==> src/rtl/free_bitmap_allocator_top_assert.svh <==
// Assertion macros shared by the free bitmap allocator RTL.
`ifndef FREE_BITMAP_ALLOCATOR_TOP_ASSERT_SVH
`define FREE_BITMAP_ALLOCATOR_TOP_ASSERT_SVH
`ifndef ASSERT_OFF
// Same-cycle implication: whenever pre holds, post holds too.
`define ASSERT_IMPLY(label, clk, rst, pre, post) \
   label: assert property (@(posedge clk) disable iff (rst) (pre) |-> (post)) \
      else $error("assertion failed: same-cycle implication");
// Next-cycle implication: whenever pre holds, post holds in the next cycle.
`define ASSERT_NEXT(label, clk, rst, pre, post) \
   label: assert property (@(posedge clk) disable iff (rst) (pre) |=> (post)) \
      else $error("assertion failed: next-cycle implication");
`else
`define ASSERT_IMPLY(label, clk, rst, pre, post)
`define ASSERT_NEXT(label, clk, rst, pre, post)
`endif
`endif

==> src/rtl/fba_pkg.sv <==
// Shared types and constants of the free bitmap allocator.
`timescale 1ns / 1ps
package fba_pkg;
   localparam int INDEX_W = 10;
   localparam int COUNT_W = 11;
   localparam logic [COUNT_W-1:0] COUNT_RESET = 11'd1024;

   // Operation codes of a request beat.
   localparam logic OP_ALLOC = 1'b0;
   localparam logic OP_FREE  = 1'b1;

   typedef struct packed {
      logic               operation;
      logic [INDEX_W-1:0] element_index;
   } req_type;

   typedef struct packed {
      logic               ok;
      logic [INDEX_W-1:0] allocated_index;
   } rsp_type;

   // Update of the per-chunk tracking flags after a write-back.
   typedef struct packed {
      logic update;
      logic full;
   } chunk_upd_type;
endpackage

==> src/rtl/fba_chunk_ram.sv <==
// Synchronous chunk memory with one write port and one registered read port.
`timescale 1ns / 1ps
module fba_chunk_ram #(
   parameter int DEPTH = 32,
   parameter int WIDTH = 32,
   parameter int AW    = 5
) (
   input  logic             clock,
   input  logic             rd_en,
   input  logic [AW-1:0]    rd_addr,
   output logic [WIDTH-1:0] rd_data,
   input  logic             wr_en,
   input  logic [AW-1:0]    wr_addr,
   input  logic [WIDTH-1:0] wr_data
);
   logic [WIDTH-1:0] mem_ff [DEPTH];
   logic [WIDTH-1:0] rd_data_ff;

   // Write and read in the same clocked block; read data is registered and shows in the next cycle.
   always_ff @(posedge clock) begin
      if (wr_en) begin
         mem_ff[wr_addr] <= wr_data;
      end
      if (rd_en) begin
         rd_data_ff <= mem_ff[rd_addr];
      end
   end

   assign rd_data = rd_data_ff;
endmodule

==> src/rtl/fba_chunk_track.sv <==
// Per-chunk written and full flags, and the pick of the first chunk that is not full.
`timescale 1ns / 1ps
module fba_chunk_track #(
   parameter int COUNT = 32,
   parameter int AW    = 5
) (
   input  logic                  clock,
   input  logic                  reset,
   input  fba_pkg::chunk_upd_type upd,
   input  logic [AW-1:0]         upd_addr,
   input  logic [AW-1:0]         look_addr,
   output logic                  look_valid,
   output logic [AW-1:0]         pick_addr,
   output logic                  pick_none
);
   import fba_pkg::*;

   logic [COUNT-1:0] valid_ff;
   logic [COUNT-1:0] full_ff;

   // A chunk that was never written reads as all free; reset clears every flag.
   always_ff @(posedge clock) begin
      if (reset) begin
         valid_ff <= '0;
         full_ff  <= '0;
      end else if (upd.update) begin
         valid_ff[upd_addr] <= 1'b1;
         full_ff[upd_addr]  <= upd.full;
      end
   end

   assign look_valid = valid_ff[look_addr];

   // Priority pick of the lowest chunk that still has a free bit.
   always_comb begin
      pick_addr = '0;
      pick_none = 1'b1;
      for (int i = COUNT - 1; i >= 0; i--) begin
         if (!full_ff[i]) begin
            pick_addr = AW'(i);
            pick_none = 1'b0;
         end
      end
   end
endmodule

==> src/rtl/free_bitmap_allocator_top.sv <==
// Top level of the free bitmap allocator: request control and chunk read-modify-write.
//
// Usage:
//   req_*  : request beats (operation, element_index). Allocate takes the lowest
//            free element below the configured count; free releases element_index.
//   rsp_*  : one response beat per request (ok, allocated_index).
//   csr_*  : write of element_count; always ready. It is to be written only while
//            idle; the user must keep to this, the block does not enforce it.
// An accepted request reads its chunk and moves to ST_RMW, which writes the chunk
//   back on success and loads the response into the output register. Requests
//   are taken one at a time, set by the single chunk memory.
// The chunk for an allocate comes from a flag vector of full chunks, so no scan
//   of the memory is needed.
// Reset: the bitmap reads as all free at once (per-chunk written flags are
//   cleared) and element_count returns to 1024; no clearing pass is needed.
// Stall: a response waiting on rsp_ready holds in its output register; the next
//   request is accepted in the cycle that response is taken, or any later cycle.
`timescale 1ns / 1ps
`include "free_bitmap_allocator_top_assert.svh"
module free_bitmap_allocator_top #(
   parameter int MAX_ELEMENTS = 1024,
   parameter int CHUNK_BITS   = 32
) (
   input  logic                          clock,
   input  logic                          reset,
   input  logic                          req_valid,
   output logic                          req_ready,
   input  fba_pkg::req_type              req_data,
   output logic                          rsp_valid,
   input  logic                          rsp_ready,
   output fba_pkg::rsp_type              rsp_data,
   input  logic                          csr_valid,
   output logic                          csr_ready,
   input  logic [fba_pkg::COUNT_W-1:0]   csr_data
);
   import fba_pkg::*;

   localparam int CHUNK_COUNT = (MAX_ELEMENTS + CHUNK_BITS - 1) / CHUNK_BITS;
   localparam int AW = (CHUNK_COUNT > 1) ? $clog2(CHUNK_COUNT) : 1;
   localparam int BW = $clog2(CHUNK_BITS);
   localparam int EW = AW + BW;
   localparam int XW = (EW > INDEX_W) ? EW : INDEX_W;
   localparam int CW = (EW + 1 > COUNT_W) ? EW + 1 : COUNT_W;

   typedef enum logic {
      ST_IDLE,
      ST_RMW
   } state_type;

   state_type        state_ff;
   logic             rsp_valid_ff;
   rsp_type          rsp_data_ff;
   logic [COUNT_W-1:0] cnt_ff;
   logic             op_ff;
   logic [XW-1:0]    idx_ff;
   logic [AW-1:0]    addr_ff;
   logic             none_ff;

   logic                  req_fire;
   logic [XW-1:0]         req_idx_x;
   logic [AW-1:0]         rd_addr;
   logic [CHUNK_BITS-1:0] rd_data;
   logic                  look_valid;
   logic [AW-1:0]         pick_addr;
   logic                  pick_none;
   logic [CHUNK_BITS-1:0] word;
   logic [BW-1:0]         free_bit;
   logic                  free_found;
   logic [EW-1:0]         alloc_e;
   logic [CW-1:0]         eff_count;
   logic [CW-1:0]         cnt_x;
   logic                  alloc_ok;
   logic                  free_ok;
   logic                  op_ok;
   logic [CHUNK_BITS-1:0] set_mask;
   logic [CHUNK_BITS-1:0] clr_mask;
   logic                  ram_wr_en;
   logic [CHUNK_BITS-1:0] ram_wr_data;
   chunk_upd_type         upd;
   rsp_type               rsp_in;

   // One request at a time; the output register must be free or emptying.
   assign req_ready = (state_ff == ST_IDLE) && (!rsp_valid_ff || rsp_ready);
   assign req_fire  = req_valid && req_ready;
   assign csr_ready = 1'b1;

   // Chunk to read: the first non-full chunk for allocate, the indexed one for free.
   assign req_idx_x = XW'(req_data.element_index);
   assign rd_addr   = (req_data.operation == OP_ALLOC) ? pick_addr : req_idx_x[BW +: AW];

   fba_chunk_ram #(
      .DEPTH (CHUNK_COUNT),
      .WIDTH (CHUNK_BITS),
      .AW    (AW)
   ) u_ram (
      .clock   (clock),
      .rd_en   (req_fire),
      .rd_addr (rd_addr),
      .rd_data (rd_data),
      .wr_en   (ram_wr_en),
      .wr_addr (addr_ff),
      .wr_data (ram_wr_data)
   );

   fba_chunk_track #(
      .COUNT (CHUNK_COUNT),
      .AW    (AW)
   ) u_track (
      .clock      (clock),
      .reset      (reset),
      .upd        (upd),
      .upd_addr   (addr_ff),
      .look_addr  (addr_ff),
      .look_valid (look_valid),
      .pick_addr  (pick_addr),
      .pick_none  (pick_none)
   );

   // A chunk never written since reset is all free.
   assign word = look_valid ? rd_data : '0;

   // Lowest clear bit of the chunk that was read.
   always_comb begin
      free_bit   = '0;
      free_found = 1'b0;
      for (int b = CHUNK_BITS - 1; b >= 0; b--) begin
         if (!word[b]) begin
            free_bit   = BW'(b);
            free_found = 1'b1;
         end
      end
   end

   // Limit checks against the count, clamped to the capacity.
   assign cnt_x     = CW'(cnt_ff);
   assign eff_count = (cnt_x > CW'(MAX_ELEMENTS)) ? CW'(MAX_ELEMENTS) : cnt_x;
   assign alloc_e   = {addr_ff, free_bit};
   assign alloc_ok  = !none_ff && free_found && (CW'(alloc_e) < eff_count);
   assign free_ok   = CW'(idx_ff) < eff_count;
   assign op_ok     = (op_ff == OP_ALLOC) ? alloc_ok : free_ok;

   // Modified chunk and its write-back.
   assign set_mask    = CHUNK_BITS'(1) << free_bit;
   assign clr_mask    = CHUNK_BITS'(1) << idx_ff[BW-1:0];
   assign ram_wr_data = (op_ff == OP_ALLOC) ? (word | set_mask) : (word & ~clr_mask);
   assign ram_wr_en   = (state_ff == ST_RMW) && op_ok;
   assign upd.update  = ram_wr_en;
   assign upd.full    = &ram_wr_data;

   assign rsp_in.ok              = op_ok;
   assign rsp_in.allocated_index = ((op_ff == OP_ALLOC) && alloc_ok) ?
                                   INDEX_W'(alloc_e) : '0;

   // Sequencer, request capture, output register and count register.
   always_ff @(posedge clock) begin
      if (reset) begin
         state_ff     <= ST_IDLE;
         rsp_valid_ff <= 1'b0;
         cnt_ff       <= COUNT_RESET;
      end else begin
         if (csr_valid && csr_ready) begin
            cnt_ff <= csr_data;
         end
         if (rsp_valid_ff && rsp_ready) begin
            rsp_valid_ff <= 1'b0;
         end
         case (state_ff)
            ST_IDLE: begin
               if (req_fire) begin
                  op_ff    <= req_data.operation;
                  idx_ff   <= req_idx_x;
                  addr_ff  <= rd_addr;
                  none_ff  <= pick_none;
                  state_ff <= ST_RMW;
               end
            end
            ST_RMW: begin
               rsp_valid_ff <= 1'b1;
               rsp_data_ff  <= rsp_in;
               state_ff     <= ST_IDLE;
            end
            default: begin
               state_ff <= ST_IDLE;
            end
         endcase
      end
   end

   assign rsp_valid = rsp_valid_ff;
   assign rsp_data  = rsp_data_ff;

   // Checks on the sequencing of the read-modify-write.
   `ASSERT_NEXT(a_one_in_flight, clock, reset, req_valid && req_ready, !req_ready)
   `ASSERT_NEXT(a_rsp_follows_rmw, clock, reset, state_ff == ST_RMW, rsp_valid)
   `ASSERT_IMPLY(a_fail_zero_index, clock, reset, rsp_valid && !rsp_data.ok, rsp_data.allocated_index == '0)
   `ASSERT_IMPLY(a_write_in_rmw, clock, reset, ram_wr_en, state_ff == ST_RMW)
endmodule

==> config.mk <==
export PLATFORM = sky130hd
export DESIGN_NAME = free_bitmap_allocator_top
export DESIGN_NICKNAME = d
export VERILOG_FILES = /design/src/rtl/fba_pkg.sv /design/src/rtl/fba_chunk_ram.sv /design/src/rtl/fba_chunk_track.sv /design/src/rtl/free_bitmap_allocator_top.sv
export VERILOG_INCLUDE_DIRS = /design/src /design/src/rtl
export SDC_FILE = /design/constraint.sdc
export NUM_CORES = 1
export LEC_CHECK = 0
export ABC_AREA = 1
export BUFFER_PORTS_ARGS = -buffer_cell sky130_fd_sc_hd__buf_4
export CELL_PAD_IN_SITES_DETAIL_PLACEMENT = 2
export CELL_PAD_IN_SITES_GLOBAL_PLACEMENT = 2
export CORE_ASPECT_RATIO = 0.75
export CORE_MARGIN = 3
export CORE_UTILIZATION = 40
export CTS_BUF_LIST = sky130_fd_sc_hd__clkbuf_16
export DETAILED_ROUTE_END_ITERATION = 8
export GPL_ROUTABILITY_DRIVEN = 0
export PLACE_DENSITY_LB_ADDON = 0.15
export SYNTH_ARGS = -nofsm -noshare
export SYNTH_HDL_FRONTEND = slang
export SYNTH_SLANG_ARGS = --single-unit
export TNS_END_PERCENT = 100
==> constraint.sdc <==
create_clock -name clock -period 6.4 [get_ports clock]
set_input_delay 0.64 -clock clock [delete_from_list [all_inputs] [get_ports clock]]
set_output_delay 0.64 -clock clock [all_outputs]
set_load 0.02 [all_outputs]
==> qor.yml <==
placed_design:
  placed_area_um2: 51500
  port_buffers: 39
  place_hpwl_um: 109000
synthesis:
  ys_types: 46
  synth_top_area_cell: "edfxtp_1"
  synthesis.area_um2: 48700
  synthMuxAreaShare: 0
  yosysWarningCount: 0
  synthAdderAreaFrac: 0.00437
  async_flop_share: 0
  synth_top_cell_area_share: 0.668
  synthCells: 4021
  syn_nets: 4065
  avgSynthCellArea_um2: 12.1
  yosys.area_share.xor_xnor: 0
  ys_ff_latch: 1161
  synth-seq-area-share: 0.700
  synth_area_leaders: "edfxtp_1 67%, o211ai_1 5.3%, nand2_1 4.1%"
  synth_edf_count: 1084
  synth-simple-area-share: 0.138
  synth.top_cells.by_count: "1084 x edfxtp_1, 528 x nand2_1, 395 x nand3_1"
  synth_compound_area_frac: 0.118
  synthMostInstantiatedCell: "edfxtp_1"
  synthFlopType: "edfxtp_1"
  synth_top_family_by_area: "simple AND/OR/NAND/NOR gates"
critical_path:
  cp_slowest_cell: "edfxtp_1"
  r2r-end: "u_ram.mem_ff[18][13]"
  regToRegStartpoint: "addr_ff[1]"
  critPathMaxStageDelay_ns: 0.66
  worstPathArrival_ns: 6.10
  worst-setup-path-type: "reg2reg"
  cp_max_fo: 37
  r2r_setup_slack_ns: 0.69
  ff2ff_path_depth: 31
  crit_top_cell: "nand2_1"
  crit_path_end_kind: "register"
  startpoint_type: "register"
  worstPathRequired_ns: 6.79
die:
  start_util: 0.404
  die_w_um: 409
  dieHeight_um: 308
  num_rows: 110
  core_um2: 120000
  dieArea_um2: 126000
  ios: 41
clock_tree:
  cts_root_buf: "clkbuf_16"
  ctsResizeCount: 0
  clk_latency_ns: 0.75
  cts.path.max_buffers: 3
  htree_levels: 3
  cts_hold_buf: 0
  clk_pin_slew_ns: 0.06
  cts_buffers: 117
  clkSinkCount: 1161
  cts_tree: "built"
  cts_setup_buffers: 0
route:
  routedWlPerCell_um: 30.4
  wl_met3_um: 10200
  wl_met1_um: 77200
  vias: 33600
  dr.pass1.iters: 5
  antenna_left: 0
  drt_iter0_markers: 2949
  drc_errors: 0
  wl_um: 175000
  avgViaCountPerCell: 5.81
  wl_met2_um: 81600
  topRoutingLayerUsed: "met4"
timing:
  min_period_ns: 5.71
  slew_headroom: 0.287
  drv_slew: 0
  period_share: 0.892
  worstMarginPinSlew_ns: 1.07
  fin_skew_ns: 0.0339
  rsz0062_at_grt: "no"
  whs_ns: 0.0937
  finalHoldViolations: 0
  max_freq_mhz: 175
  fin_tns_setup_ns: 0
  setup_viol: 0
run_status:
  outcome: "finished, final reports clean"
power:
  powerDensity_nw_per_um2: 288
  p_leak_nw: 17.6
  peakVddDrop_mv: 0.259
finish:
  drive_gt1_frac: 0.151
  finalInstanceArea_um2: 55100
  fillers: 11900
  nets: 4101
  seq_area_um2: 34100
  multi_input_area_um2: 12700
  area_growth_pct: 13.2
  antenna_cells: 0
grt:
  grt.total_usage: 0.276
  antenna_found_initial: 4
  grt_pass1_vias: 35500
  grt_pass1_wl_um: 255000
  overflow: 0
  grt_max_degree: 150
hold_path:
  hold_path.class: "in2reg"
  hold_path_end: "idx_ff[1]"
  min_path_cells: 1
  min_from: "req_data[1]"
run:
  maxCapViolCount: 0
[layout by cell type (no fill, tap or decap), types with 3 or more instances in the layout]
cell type / Yosys / layout
edfxtp_1: 1084 / 1084
nor2_2: 8 / 8
nand3_1: 395 / 395
inv_1: 225 / 225
o21bai_1: 132 / 130
o21ai_0: 345 / 344
dfxtp_1: 77 / 76
a21oi_1: 32 / 32
and3_1: 5 / 5
clkbuf_16: 0 / 120
bufinv_16: 0 / 6
clkinv_16: 0 / 3
o211ai_1: 343 / 343
inv_2: 4 / 33
o21ai_1: 5 / 5
or2_2: 224 / 224
nor4_1: 7 / 7
buf_12: 0 / 30
clkinvlp_4: 0 / 4
nor2_1: 233 / 230
clkinv_2: 0 / 21
nor3_1: 21 / 20
nand2_1: 528 / 527
clkinv_1: 7 / 34
o21a_1: 24 / 24
nand4_1: 21 / 21
nor2_4: 2 / 5
buf_4: 8 / 146
ha_1: 17 / 17
[layer usage]
metal  global-route usage  up-vias
met3               0.0477      269
met5                    0        -
met4               0.0972        0
li1                     -    14700
met2                0.440      968
met1                0.383    17600
[cells by family after synthesis]
| logic type | count (synthesis) |
|---|---|
| simple gates | 1455 |
| flops | 1161 |
| other cells | 1 |
| fa+ha+maj | 17 |
| buf+inv | 495 |
| compound gates | 892 |
[layout make-up]
| type | instances | area share |
|---|---|---|
| flip-flops and latches | 1161 | 0.618 |
| clock inverters | 96 | 0.0119 |
| clock buffers | 120 | 0.0545 |
| multi-input cells | 2365 | 0.231 |
| repair buffers | 176 | 0.0308 |
| inverters | 236 | 0.0165 |
| well taps | 1624 | 0.0369 |
[how the worst max path moves through the flow]
| stage | start | endpoint | slack, ns | depth (start not counted) |
|---|---|---|---|---|
| 4_1_cts | addr_ff[1] | u_ram.mem_ff[18][13] | 0.72 | 31 |
| 5_1_grt | addr_ff[1] | u_ram.mem_ff[18][13] | 0.17 | 31 |
| 6_report | addr_ff[1] | u_ram.mem_ff[18][13] | 0.69 | 31 |
| 3_5_place_dp | addr_ff[1] | u_ram.mem_ff[18][22] | 0.81 | 31 |
| 2_1_floorplan | addr_ff[0] | u_ram.mem_ff[27][0] | 0.21 | 36 |
| 3_3_place_gp | addr_ff[1] | u_ram.mem_ff[18][13] | 0.88 | 31 |
[report_power, final]
part / switching [mW] / total (mW) / internal [mW]
sequential: 0.0623 / 8.31 / 8.24
clock: 3.03 / 6.65 / 3.63
combinational: 0.673 / 0.912 / 0.239
total: 3.76 / 15.9 / 12.1
[metrics by stage]
stage,setup WS (ns),total power [mW],std cells,util
after floorplan,0.208,8.93,4021,-
after global placement,0.877,9.35,5562,0.427
after detailed placement,0.812,9.38,5562,0.427
after CTS,0.724,16.0,5778,0.458
after global routing,0.168,16.3,5778,0.458
final,0.688,15.9,5778,0.458
[flip-flops by register name, indices dropped and copies added, names as in the netlist, 5 cells and up]
| signal | count |
|---|---|
| u_ram.rd_data | 32 |
| u_track.valid_ff | 32 |
| cnt_ff | 11 |
| addr_ff | 5 |
| u_track.full_ff | 32 |
| u_ram.mem_ff | 1024 |
| idx_ff | 10 |
| rsp_data | 11 |
[worst max-delay path, delay by kind of cell (launching register included)]
family | cells | cell delay (ns)
simple gates | 22 | 2.58
compound gates | 3 | 0.57
buf+inv | 5 | 1.21
fa+ha+maj | 1 | 0.28
flops | 1 | 0.66
Power figures use the tool's default switching activity.
